--- src/hdl/assert_macros.svh ---
// Assertion macros shared by the core
`ifndef ASSERT_MACROS_SVH
`define ASSERT_MACROS_SVH
`ifndef SYNTHESIS
`define ASSERT_CLK(label, clk, rst, prop) \
   label: assert property (@(posedge clk) disable iff (rst) prop) else $error("%m failed");
`define ASSERT_NORST(label, clk, prop) \
   label: assert property (@(posedge clk) prop) else $error("%m failed");
`else
`define ASSERT_CLK(label, clk, rst, prop)
`define ASSERT_NORST(label, clk, prop)
`endif
`endif

--- src/hdl/kwmv_pkg.sv ---
// Package: widths and beat types for the keyed weighted mean/variance core
`timescale 1ns / 1ps
package kwmv_pkg;
   localparam int KEY_W    = 10;
   localparam int WEIGHT_W = 16;
   localparam int SAMPLE_W = 32;
   localparam int SUM_W    = 24;
   localparam int SQ_W     = 40;
   localparam int MEAN_W   = 32;
   localparam int SPREAD_W = 47;

   typedef struct packed {
      logic [KEY_W-1:0]           key_slot;
      logic [WEIGHT_W-1:0]        weight;
      logic signed [SAMPLE_W-1:0] sample;
   } req_type;

   typedef struct packed {
      logic [SUM_W-1:0]         weight_total;
      logic [SQ_W-1:0]          weight_square_total;
      logic signed [MEAN_W-1:0] running_mean;
      logic [SPREAD_W-1:0]      spread_total;
      logic                     first_sample;
      logic                     divide_fault;
   } rsp_type;

   // serial multiplier and divider control/status
   typedef struct packed {
      logic start;
   } mul_ctl_type;
   typedef struct packed {
      logic busy;
      logic done;
   } mul_sts_type;
endpackage

--- src/hdl/kwmv_div.sv ---
// Restoring divider, one quotient bit per cycle, unsigned
`timescale 1ns / 1ps
module kwmv_div #(
   parameter int N_W = 49,
   parameter int D_W = 24
) (
   input  logic                  clock,
   input  logic                  reset,
   input  kwmv_pkg::mul_ctl_type ctl,
   input  logic [N_W-1:0]        num,
   input  logic [D_W-1:0]        den,
   output kwmv_pkg::mul_sts_type sts,
   output logic [N_W-1:0]        quo
);
   localparam int CNT_W = $clog2(N_W + 1);
   logic [N_W-1:0]   q_ff, q_in;
   logic [D_W:0]     r_ff, r_in;
   logic [D_W-1:0]   d_ff, d_in;
   logic [CNT_W-1:0] cnt_ff, cnt_in;
   logic             busy_ff, busy_in, done_ff, done_in;
   logic [D_W:0]     trial;

   always_comb begin
      q_in    = q_ff;
      r_in    = r_ff;
      d_in    = d_ff;
      cnt_in  = cnt_ff;
      busy_in = busy_ff;
      done_in = 1'b0;
      trial   = {r_ff[D_W-1:0], q_ff[N_W-1]};
      if (ctl.start) begin
         q_in    = num;
         r_in    = '0;
         d_in    = den;
         cnt_in  = CNT_W'(N_W);
         busy_in = 1'b1;
      end else if (busy_ff) begin
         if (trial >= {1'b0, d_ff}) begin
            r_in = trial - {1'b0, d_ff};
            q_in = {q_ff[N_W-2:0], 1'b1};
         end else begin
            r_in = trial;
            q_in = {q_ff[N_W-2:0], 1'b0};
         end
         cnt_in = cnt_ff - 1'b1;
         if (cnt_ff == CNT_W'(1)) begin
            busy_in = 1'b0;
            done_in = 1'b1;
         end
      end
   end

   always_ff @(posedge clock) begin
      q_ff   <= q_in;
      r_ff   <= r_in;
      d_ff   <= d_in;
      cnt_ff <= cnt_in;
      if (reset) begin
         busy_ff <= 1'b0;
         done_ff <= 1'b0;
      end else begin
         busy_ff <= busy_in;
         done_ff <= done_in;
      end
   end

   assign sts.busy = busy_ff;
   assign sts.done = done_ff;
   assign quo      = q_ff;
endmodule
--- config.mk ---
export PLATFORM = sky130hd
export DESIGN_NAME = kwmv_div
export DESIGN_NICKNAME = d
export VERILOG_FILES = /design/src/hdl/assert_macros.svh /design/src/hdl/kwmv_pkg.sv /design/src/hdl/kwmv_div.sv
export SDC_FILE = /design/constraint.sdc
export NUM_CORES = 1
export LEC_CHECK = 0
export ABC_AREA = 1
export CAP_MARGIN = 20
export CORE_ASPECT_RATIO = 0.8
export CORE_MARGIN = 1
export CORE_UTILIZATION = 40
export CTS_CLUSTER_SIZE = 40
export DETAILED_ROUTE_END_ITERATION = 16
export DONT_BUFFER_PORTS = 1
export PLACE_DENSITY_LB_ADDON = 0.1
export SLEW_MARGIN = 20
export SYNTH_ARGS = -nofsm -noshare
export SYNTH_HDL_FRONTEND = slang
export SYNTH_SLANG_ARGS = --single-unit
--- constraint.sdc ---
create_clock -name clock -period 4.3 [get_ports clock]
set_clock_uncertainty 0.1 [all_clocks]
set_input_delay 0.645 -clock clock [delete_from_list [all_inputs] [get_ports clock]]
set_output_delay 0.645 -clock clock [all_outputs]
set_load 0.02 [all_outputs]
==> summary.txt <==
outcome = finished, final reports clean
post-CTS setup buffer count = 0
Most common cell on crit path = nand2_1
cell depth of the worst min-delay path = 1
final wirelength = 15,000 um
Die Wd = 141 um
die area = 0.0159 sq mm
max frequency = 0.375 GHz
Mean Syn Cell Area = 7.40 sq um
synth unique cells = 32
Root Driver = clkbuf_16
RD Place Congestion = 0.939
Initial Utilization = 41.0%
Tot Pwr = 2.32 mW
GR Util All Layers = 19.9%
total negative slack = 0 ps
initial antenna violation count = 0
first-pass GRT wire length = 24,500 um
CP bufs+invs = 1
Main synth FF type = edfxtp_1
core area = 0.0150 sq mm
critical path capture point type = flip-flop
Register Area = 0.00283 sq mm
syn nets = 934
Met1 Wirelength = 7340 um
slowest CP cell = nand3_4
worst hold path type = input pin to flip-flop
post-synth top area cell = edfxtp_1
Routed Antenna Nets = 0
clk buf depth = 2
Reg2Reg Depth = 11
clock tree from TritonCTS = built
Die Span Y = 113 um
area of the multi-input gates = 0.00265 sq mm
critical path type = flip-flop to flip-flop
share of the synthesized area in the top cell type = 35.6%
Ys Warns = 0
CP Data Required Time = 4410 ps
synth-to-layout area growth = 7.57%
cells along the critical path = inv_1, ha_1, nand2_1, nor2_2, nand2_1, nor3_2, nand2_2, nand3_4, nand2_1, nand3_1, o21ai_0
layout cells sized above 1 = 3.74%
WL met3 = 1240 um
sequential area share after synthesis = 46.1%
Worst Path Arrival = 2780 ps
H-tree levels = 3
DRC viols = 0
RSZ-0062 raised after global routing = no
synthesized instance count = 831
Vias = 4,994
r2r startpoint = d_ff[10]$_DFFE_PP_
diodes inserted = 0
CP max stage delay = 460 ps
P_leak = 3.31 nW
post-DR vias/cell = 4.91
Placed Area = 0.00631 sq mm
Rel. slew slack = 57.3%
number of global-route vias before repair = 4,814
HPWL reported at the end of detailed placement = 10,900 um
number of synthesized register bits = 105
most frequent cell after synthesis = nand2_1
fin util = 44.1%
# setup viols final = 0
Clock Latency Late Sink = 360 ps
total CTS buffers = 9
capture point of the worst reg-to-reg path = r_ff[8]$_SDFFE_PP0P_
final hold vios = 0
total gr overflow = 0
asr flop ratio synth = 0%
cell family with most CP delay = simple AND/OR/NAND/NOR gates
WHS Endpoint = busy_ff$_SDFF_PP0_
Rows = 40
post-cts hold buffer count = 0
pwr dens = 351 mW/mm^2
routed len/inst = 14.8 um
peak fanout along the critical path = 25
number of I/O port buffers = 0
pin count of the biggest net entering global routing = 81
Max IR drop VDD = 0.189 mV
Top Metal Used = met4
Worst Max-Slew Pin Slew = 641 ps
Slew Limit Fails = 0
metal2 WL = 6360 um
Resized Gates After CTS = 0
fin area = 0.00662 sq mm
largest cells by area after synthesis = edfxtp_1, nand2_1, dfxtp_1, inv_1, ha_1
hold path start = reset
final-layout fill cell count = 1,533
nets@finish = 926
cell area after synthesis = 0.00615 sq mm
clock slew at reported path FFs = 80 ps
First-pass DRT Iterations = 5
setup slack, reg-to-reg = 1630 ps
max-cap viol count = 0
Initial DRC Count = 320
number of synthesized flops with an enable pin = 73
type of origin of the critical path = flip-flop
list of most frequent post-synthesis cells = nand2_1, inv_1, edfxtp_1
clk sink count = 105
Final min period = 2670 ps
IO Pins = 127
Final period util = 62.0%
Hold WS = 252 ps
-- power by group --
| part | internal [mW] | switching, mW |
|---|---|---|
| sequential | 1.17 | 0.105 |
| clock | 0.419 | 0.430 |
| combinational | 0.0656 | 0.134 |
| total | 1.65 | 0.669 |
-- metal layers --
layer	up-vias	GRT usage, %
met5	-	0
met4	0	5.43
met1	2239	27.2
li1	2590	-
met3	8	6.90
met2	157	30.0
-- area by class of cell --
class / count / share of cell area, %
clock inverters: 7 / 1.25
flip-flops and latches: 105 / 42.8
repair buffers: 6 / 0.681
inverters: 145 / 8.23
multi-input cells: 556 / 40.1
well taps: 189 / 3.57
clock buffers: 9 / 3.40
-- how the worst max path moves through the flow --
stage,start,to,cells past startpoint
final,d_ff[10]$_DFFE_PP_,r_ff[8]$_SDFFE_PP0P_,11
after global routing,d_ff[11]$_DFFE_PP_,r_ff[1]$_SDFFE_PP0P_,11
after CTS,d_ff[10]$_DFFE_PP_,r_ff[9]$_SDFFE_PP0P_,11
after detailed placement,quo[48]$_DFFE_PP_,quo[0]$_DFFE_PP_,8
after global placement,quo[48]$_DFFE_PP_,quo[0]$_DFFE_PP_,8
after floorplan,ctl,quo[0]$_DFFE_PP_,4
-- sequential cells by signal (all words and copies together), names as in the netlist --
signal / cells
done_ff: 1
d_ff: 24
quo: 49
r_ff: 24
cnt_ff: 6
busy_ff: 1
-- cell families (layout without fill, tap and decap cells) --
family | after synthesis | after routing | synth area share [%]
DFF | 105 | 105 | 46.1
adders and majority gates | 27 | 27 | 5.61
buffers and inverters | 170 | 167 | 10.9
xor gates and xnor gates | 12 | 12 | 1.71
and+or+nand+nor | 482 | 482 | 32.5
AOI/OAI and AO/OA | 35 | 35 | 3.21
-- through the flow --
step | cells | worst slack, ps
2_1_floorplan | 831 | 1100
3_3_place_gp | 1001 | 1680
3_5_place_dp | 1001 | 1630
4_1_cts | 1017 | 1640
5_1_grt | 1017 | 1400
6_report | 1017 | 1630
-- placed cells by master (no fill, tap or decap), drive strengths merged --
cell type | netlist | final
a21o | 1 | 1
a21oi | 16 | 16
buf | 11 | 6
clkbuf | 14 | 9
clkinv | 1 | 4
dfxtp | 32 | 32
edfxtp | 73 | 73
fa | 1 | 1
ha | 26 | 26
inv | 144 | 148
nand2 | 347 | 347
nand3 | 60 | 60
nand3b | 1 | 1
nand4 | 30 | 30
nor2 | 38 | 38
nor3 | 5 | 5
o211ai | 1 | 1
o21ai | 14 | 14
o21bai | 2 | 2
o22ai | 1 | 1
or2 | 1 | 1
xnor2 | 8 | 8
xor2 | 4 | 4
No activity file was read; power rests on OpenSTA's default activity.
