`config.mk`:
```
export PLATFORM = sky130hd
export DESIGN_NAME = kwmv_mul
export DESIGN_NICKNAME = d
export VERILOG_FILES = /design/src/hdl/assert_macros.svh /design/src/hdl/kwmv_pkg.sv /design/src/hdl/kwmv_mul.sv
export SDC_FILE = /design/constraint.sdc
export NUM_CORES = 1
export LEC_CHECK = 0
export ABC_AREA = 1
export BUFFER_PORTS_ARGS = -buffer_cell sky130_fd_sc_hd__buf_4
export CAP_MARGIN = 30
export CORE_MARGIN = 5
export CORE_UTILIZATION = 30
export DETAILED_ROUTE_END_ITERATION = 10
export SLEW_MARGIN = 20
export SYNTH_ARGS = -nofsm -noshare
export SYNTH_HDL_FRONTEND = slang
export SYNTH_SLANG_ARGS = --single-unit
```
`constraint.sdc`:
```
create_clock -name clock -period 7.01 [get_ports clock]
set_clock_uncertainty 0.2 [all_clocks]
set_input_delay 1.0515 -clock clock [delete_from_list [all_inputs] [get_ports clock]]
set_output_delay 1.0515 -clock clock [all_outputs]
set_load 0.05 [all_outputs]
```
`src/hdl/assert_macros.svh`:
```
// Assertion macros shared by the core
`ifndef ASSERT_MACROS_SVH
`define ASSERT_MACROS_SVH
`ifndef SYNTHESIS
`define ASSERT_CLK(label, clk, rst, prop) \
   label: assert property (@(posedge clk) disable iff (rst) prop) else $error("%m failed");
`define ASSERT_NORST(label, clk, prop) \
   label: assert property (@(posedge clk) prop) else $error("%m failed");
`else
`define ASSERT_CLK(label, clk, rst, prop)
`define ASSERT_NORST(label, clk, prop)
`endif
`endif

```
`src/hdl/kwmv_pkg.sv`:
```
// Package: widths and beat types for the keyed weighted mean/variance core
`timescale 1ns / 1ps
package kwmv_pkg;
   localparam int KEY_W    = 10;
   localparam int WEIGHT_W = 16;
   localparam int SAMPLE_W = 32;
   localparam int SUM_W    = 24;
   localparam int SQ_W     = 40;
   localparam int MEAN_W   = 32;
   localparam int SPREAD_W = 47;

   typedef struct packed {
      logic [KEY_W-1:0]           key_slot;
      logic [WEIGHT_W-1:0]        weight;
      logic signed [SAMPLE_W-1:0] sample;
   } req_type;

   typedef struct packed {
      logic [SUM_W-1:0]         weight_total;
      logic [SQ_W-1:0]          weight_square_total;
      logic signed [MEAN_W-1:0] running_mean;
      logic [SPREAD_W-1:0]      spread_total;
      logic                     first_sample;
      logic                     divide_fault;
   } rsp_type;

   // serial multiplier and divider control/status
   typedef struct packed {
      logic start;
   } mul_ctl_type;
   typedef struct packed {
      logic busy;
      logic done;
   } mul_sts_type;
endpackage

```
`src/hdl/kwmv_mul.sv`:
```
// Bit-serial unsigned multiplier, one multiplier bit per cycle
`timescale 1ns / 1ps
module kwmv_mul #(
   parameter int A_W = 49,
   parameter int B_W = 34
) (
   input  logic                  clock,
   input  logic                  reset,
   input  kwmv_pkg::mul_ctl_type ctl,
   input  logic [A_W-1:0]        a,
   input  logic [B_W-1:0]        b,
   output kwmv_pkg::mul_sts_type sts,
   output logic [A_W+B_W-1:0]    p
);
   localparam int CNT_W = $clog2(B_W + 1);
   logic [A_W+B_W-1:0] acc_ff, acc_in;
   logic [A_W+B_W-1:0] mc_ff, mc_in;
   logic [B_W-1:0]     mp_ff, mp_in;
   logic [CNT_W-1:0]   cnt_ff, cnt_in;
   logic               busy_ff, busy_in, done_ff, done_in;

   always_comb begin
      acc_in  = acc_ff;
      mc_in   = mc_ff;
      mp_in   = mp_ff;
      cnt_in  = cnt_ff;
      busy_in = busy_ff;
      done_in = 1'b0;
      if (ctl.start) begin
         acc_in  = '0;
         mc_in   = {{B_W{1'b0}}, a};
         mp_in   = b;
         cnt_in  = CNT_W'(B_W);
         busy_in = 1'b1;
      end else if (busy_ff) begin
         if (mp_ff[0]) acc_in = acc_ff + mc_ff;
         mc_in  = mc_ff << 1;
         mp_in  = mp_ff >> 1;
         cnt_in = cnt_ff - 1'b1;
         if (cnt_ff == CNT_W'(1)) begin
            busy_in = 1'b0;
            done_in = 1'b1;
         end
      end
   end

   always_ff @(posedge clock) begin
      acc_ff <= acc_in;
      mc_ff  <= mc_in;
      mp_ff  <= mp_in;
      cnt_ff <= cnt_in;
      if (reset) begin
         busy_ff <= 1'b0;
         done_ff <= 1'b0;
      end else begin
         busy_ff <= busy_in;
         done_ff <= done_in;
      end
   end

   assign sts.busy = busy_ff;
   assign sts.done = done_ff;
   assign p        = acc_ff;
endmodule

```
==> results of run 1 <==
state kept, by name, indices dropped and copies added (netlist names):
name	flops
mc_ff	83
mp_ff	34
busy_ff	1
done_ff	1
p	83
cnt_ff	6
Yosys cell counts, drive strengths merged (2+ instances only):
cell,n,area share
buf,15,0.0047
nand2,982,0.24
o22ai,32,0.012
o21ai,80,0.025
nor3,21,0.0088
nor4,5,0.0033
dfxtp,125,0.16
nand3,96,0.034
nand3b,2,0.00093
xor2,41,0.022
inv,514,0.12
and3,2,0.00078
nor2,351,0.097
nand4,10,0.0039
clkinv,4,0.00093
xnor2,5,0.0027
a21oi,95,0.031
and2,4,0.0016
clkbuf,38,0.0089
ha,84,0.065
edfxtp,83,0.15
o21bai,14,0.0068
cell families (layout without fill, tap and decap cells):
kind of cell | Yosys count | count (layout) | synth area share
AND/OR/NAND/NOR | 1474 | 1474 | 0.388
flip-flops | 208 | 208 | 0.310
XOR/XNOR | 46 | 46 | 0.0250
adder cells (fa/ha/maj) | 85 | 85 | 0.0665
AO/OA/AOI/OAI | 224 | 224 | 0.0764
buffers and inverters | 571 | 743 | 0.134
cell usage in the layout, fill, tap and decap left out, types with 5 or more instances in the layout:
cell	n
o21ai_0	76
nand2_1	925
xnor2_1	5
a21oi_2	6
o22ai_1	32
ha_1	84
o21bai_1	13
a21oi_1	89
nor2_4	10
nor2_2	66
nor3_2	5
clkinv_2	8
dfxtp_1	125
inv_1	486
nor2_1	275
nand3_1	82
inv_2	27
buf_4	176
nand2_2	57
nor3_1	15
edfxtp_1	83
nand3_2	14
xor2_1	41
clkbuf_16	28
nand4_1	10
worst reg2reg max path, stage by stage (launching register included):
cell     delay (ns)
dfxtp_1        0.38
ha_1           0.28
inv_1          0.08
fa_1           0.45
inv_1          0.13
nand3_1        0.07
nand2_1        0.18
nand2_1        0.09
nand2_2        0.13
nand2_1        0.10
nand3_2        0.12
nand2_1        0.09
nand2_2        0.19
nand2_1        0.15
nand3_1        0.10
nand2_1        0.05
nor2_1         0.15
nor2_1         0.06
through the flow:
step	util	power (uW)	hold WS, ns
2_1_floorplan	-	2100	0.249
3_3_place_gp	0.338	2390	0.283
3_5_place_dp	0.339	2400	0.287
4_1_cts	0.355	3760	0.298
5_1_grt	0.355	3920	0.320
6_report	0.355	3710	0.293
layout make-up:
| class | instances | area, um2 | area share |
|---|---|---|---|
| flip-flops and latches | 208 | 4990 | 0.263 |
| repair buffers | 178 | 1360 | 0.0718 |
| inverters | 518 | 1950 | 0.103 |
| well taps | 696 | 871 | 0.0459 |
| multi-input cells | 1829 | 8960 | 0.472 |
| clock inverters | 12 | 92.6 | 0.00488 |
| clock buffers | 35 | 761 | 0.0401 |
power breakdown:
part	total (uW)	switching, uW	internal (uW)
combinational	940	644	296
clock	1340	547	794
sequential	1430	66.0	1360
how the worst min path moves through the flow:
stage / end / slack (ns) / cells past startpoint
detailed placement: mc_ff[65] / 0.29 / 2
global route: mc_ff[65] / 0.32 / 2
CTS: mc_ff[58] / 0.30 / 2
floorplan: mc_ff[82] / 0.25 / 2
finish: mc_ff[55] / 0.29 / 2
global placement: mc_ff[79] / 0.28 / 2
routing by layer:
metal,global-route usage,part of all wire,vias up
met5,0,0,-
met1,0.233,0.48,6671
met4,0.0458,0.027,0
met3,0.0369,0.069,74
li1,-,-,8226
met2,0.268,0.43,365
==> metrics.yaml, run 1 <==
core_um2: 53500
area_delta_synth_final_pct: 17.8
endpoint: "mc_ff[25]"
min-delay-start: "mc_ff[54]"
cp_slowest_cell: "buf_4"
status: "completed"
worstPathArrival_ns: 3.23
setup_slack_ns: 3.75
fin_tns_setup_ns: 0
detail-route-antenna-nets: 0
n_fill_cell: 5908
rows: 85
avgViaCountPerCell: 4.41
grt.total_usage: 0.169
cp.depth: 5
dp_cells: 3429
yosys_warnings: 0
fin_cells: 3476
wirelength_mm: 51.1
netlist_instances: 2608
wire_per_inst_um: 14.7
path_delay_family: "buffers and inverters"
r2r_slack_ns: 3.90
yosys.cell_types.count: 42
r2r_start: "p[0]"
grt_pass1_wl_mm: 80.8
synth_edf_count: 83
max_freq_mhz: 307
place_congestion: 0.969
cp-startpoint: "ctl"
synth_fp_nets: 2779
cap_violations: 0
grt_antenna_before_repair: 0
die_w_um: 242
rsz0062_at_grt: "false"
synth_ff_type: "dfxtp_1"
overflow: 0
final_nets: 2932
dp_slack_ns: 3.11
dr.first_iter.drc_count: 1143
critPathRequiredTime_ns: 6.98
ir_worst_vdd_v: 0.000161
clk_path_buf_depth: 3
fin_crit_ns: 3.26
reg2reg_depth: 17
p_leak_uw: 0.0101
cts_tree: "yes"
fin_crit_sh: 0.465
drc: 0
htree_levels: 1
syn_area_um2: 16100
hold_class: "flip-flop to flip-flop"
setup_viol: 0
vias: 15336
cts-buffers-inserted: 26
power_density_nw_per_um2: 195
design_area_um2: 19000
dr.pass1.iters: 6
slew_headroom: 0.383
io_pins: 171
io_buffers: 170
fp.dieH_um: 242
cts_resized: 0
root_buffer: "clkbuf_16"
die-area_um2: 58500
dpl_cell_area_um2: 18100
post-cts-setup-buffers: 0
cp_common_cell: "buf_4"
r2r-end: "p[72]"
clk_latency_ns: 0.56
drive_gt1_frac: 0.149
async_reset_ff_frac: 0
max_stage_delay_ns: 0.77
path_max_fanout: 66
path_class: "primary input to flip-flop"
diodes: 0
avgSynthCellArea_um2: 6.18
grt_pass1_vias: 14663
clk_pin_slew_ns: 0.06
start_kind: "primary input"
slew_violations: 0
hold_viol_final: 0
crit_path_end_kind: "flip-flop"
ys_seq_area_frac: 0.310
hpwl_mm: 41.3
ys_seq_elements: 208
grt_max_degree: 71
cp_cell_sequence: "buf_4 -> buf_16 -> nor2_1 -> inv_4 -> buf_4"
worstMarginPinSlew_ns: 0.925
clkSinkCount: 208
cts_hold_buf: 0
crit_buf_inv: 4
start_util: 0.301
(Power assumes the default switching activity.)
==> run 2: changes to the inputs <==
- clock period: 7.01 -> 3.3 ns (I/O delays scaled with it)
==> metrics.yaml, run 2 (same netlist as run 1, synthesis figures left out) <==
dr_wl_met3_mm: 3.71  # +5.7%
worstMarginPinSlew_ns: 0.678  # -0.247 ns
dr.first_iter.drc_count: 1051  # -8.0%
clk_pin_slew_ns: 0.06  # about the same
grt_max_degree: 54  # -24%
cts-buffers-inserted: 26  # unchanged
fp.dieH_um: 242  # unchanged
wirelength_mm: 54.2  # +6.2%
ir_worst_vdd_v: 0.000299  # +86%
clk_latency_ns: 0.56  # about the same
die_w_um: 242  # unchanged
fin_crit_sh: 0.922
clk_path_buf_depth: 3  # unchanged
worstPathArrival_ns: 3.29  # +0.06 ns
cts_tree: "yes"
critPathRequiredTime_ns: 3.55  # -3.43 ns
dpl_cell_area_um2: 18300  # +0.80%
hpwl_mm: 43.3  # +5.0%
cp_slowest_cell: "fa_1"
avgViaCountPerCell: 4.48  # +1.4%
grt_pass1_vias: 15323  # +4.5%
die-area_um2: 58500  # unchanged
root_buffer: "clkbuf_16"
clkSinkCount: 208  # unchanged
final_common_cell: "nand2_1"
routedLengthMet1_mm: 25.4  # +3.9%
final_nets: 3008  # +2.6%
detail-route-antenna-nets: 0  # unchanged
p_leak_uw: 0.0104  # +3.4%
slew_headroom: 0.548  # +0.165
design_area_um2: 19800  # +4.1%
core_um2: 53500  # unchanged
place_congestion: 0.990  # +2.1%
power_density_nw_per_um2: 408  # +110%
highest_layer: "met4"
cp_cell_sequence: "ha_1 -> inv_1 -> fa_1 -> inv_1 -> nand3_1 -> nand2_1 -> nand2_1 -> nand2_2 -> nand2_1 -> nand2_1 -> nand2_1 -> nand3_2 -> nand2_2 -> nand3_1 -> nand2_1 -> nor2_1 -> nor2_1"
r2r_slack_ns: 0.26  # -3.64 ns
max_freq_mhz: 329
n_fill_cell: 5842  # -1.1%
overflow: 0  # unchanged
status: "completed"
grt.total_usage: 0.179  # +0.0101
diodes: 0  # unchanged
rows: 85  # unchanged
min-delay-start: "a[30]"
layout_common_cells: "925 x nand2_1, 486 x inv_1, 275 x nor2_1"
post-cts-setup-buffers: 0  # unchanged
rsz0062_at_grt: "false"
io_buffers: 170  # unchanged
wire_per_inst_um: 15.3  # +3.9%
dr.pass1.iters: 5  # -1
crit_path_end_kind: "flip-flop"
combPwrFrac: 0.264  # +0.011
path_class: "flip-flop to flip-flop"
start_util: 0.301  # unchanged
io_pins: 171  # unchanged
switching_share: 0.339  # about the same
drc: 0  # unchanged
fin_crit_ns: 3.04
area_delta_synth_final_pct: 22.6
r2r_start: "p[0]"
hold_class: "primary input to flip-flop"
ff_latch_area_um2: 4990  # unchanged
grt_antenna_before_repair: 0  # unchanged
cp-startpoint: "p[0]"
fin_tns_setup_ns: 0  # unchanged
cts_resized: 0  # unchanged
cap_violations: 0  # unchanged
htree_levels: 1  # unchanged
p_seq_frac: 0.376  # -0.009
cts_hold_buf: 63  # +63
setup_viol: 0  # unchanged
switchingPower_uw: 2730  # +120%
max_stage_delay_ns: 0.45  # -0.32 ns
drive_gt1_frac: 0.148  # -0.000802
start_kind: "flip-flop"
wl_met2_mm: 23.3  # +7.2%
internal-power_uw: 5330  # +120%
p_clk_frac: 0.359  # -0.002
slew_violations: 0  # unchanged
hold_viol_final: 0  # unchanged
cp_common_cell: "nand2_1"
vias: 15898  # +3.7%
grt_pass1_wl_mm: 84.8  # +4.9%
path_max_fanout: 4  # -94%
multi_input_area_um2: 8960  # unchanged
-- run 2: critical path, delay by kind of cell (launching register included) --
kind | cells | cell delay [ns]
fa+ha+maj | 2 | 0.75
flops | 1 | 0.37
buf+inv | 2 | 0.22
simple gates | 13 | 1.39
-- run 2: path summary, 6_finish.rpt --
kind                                  end  depth (start not counted)
worst min-delay path            mc_ff[30]                          3
worst min register to register  mc_ff[82]                          2
worst max-delay path                p[76]                         17
worst max register to register      p[76]                         17
-- run 2: final cells by class --
cell class / count / share of cell area
Clock buffer: 37 / 0.0381
Clock inverter: 10 / 0.00506
Inverter: 518 / 0.0986
Multi-Input combinational cell: 1829 / 0.453
Sequential cell: 208 / 0.253
Tap cell: 696 / 0.0441
Timing Repair Buffer: 254 / 0.108
-- run 2: layer usage --
| metal | GRT usage | up-vias |
|---|---|---|
| li1 | - | 8374 |
| met1 | 0.244 | 7022 |
| met2 | 0.286 | 417 |
| met3 | 0.0353 | 85 |
| met4 | 0.0586 | 0 |
| met5 | 0 | - |
-- run 2: power by group through the flow --
stage | Sequential [uW] | Clock, uW | Combinational [uW]
3_5_place_dp | 3090 | 0 | 2070
3_3_place_gp | 3090 | 0 | 2070
2_1_floorplan | 3310 | 0 | 1160
4_1_cts | 3040 | 2970 | 2140
6_report | 3030 | 2890 | 2130
5_1_grt | 3060 | 3090 | 2350
-- run 2: per-stage QoR --
step | power, uW | instances | utilization | worst slack, ns | hold slack [ns]
2_1_floorplan | 4470 | 2608 | - | 0.605 | 0.249
3_3_place_gp | 5160 | 3442 | 0.342 | 0.309 | 0.273
3_5_place_dp | 5160 | 3442 | 0.342 | 0.307 | 0.279
4_1_cts | 8150 | 3552 | 0.370 | 0.291 | 0.00146
5_1_grt | 8490 | 3552 | 0.370 | 0.000999 | 0.0167
6_report | 8060 | 3552 | 0.370 | 0.259 | 0.0256
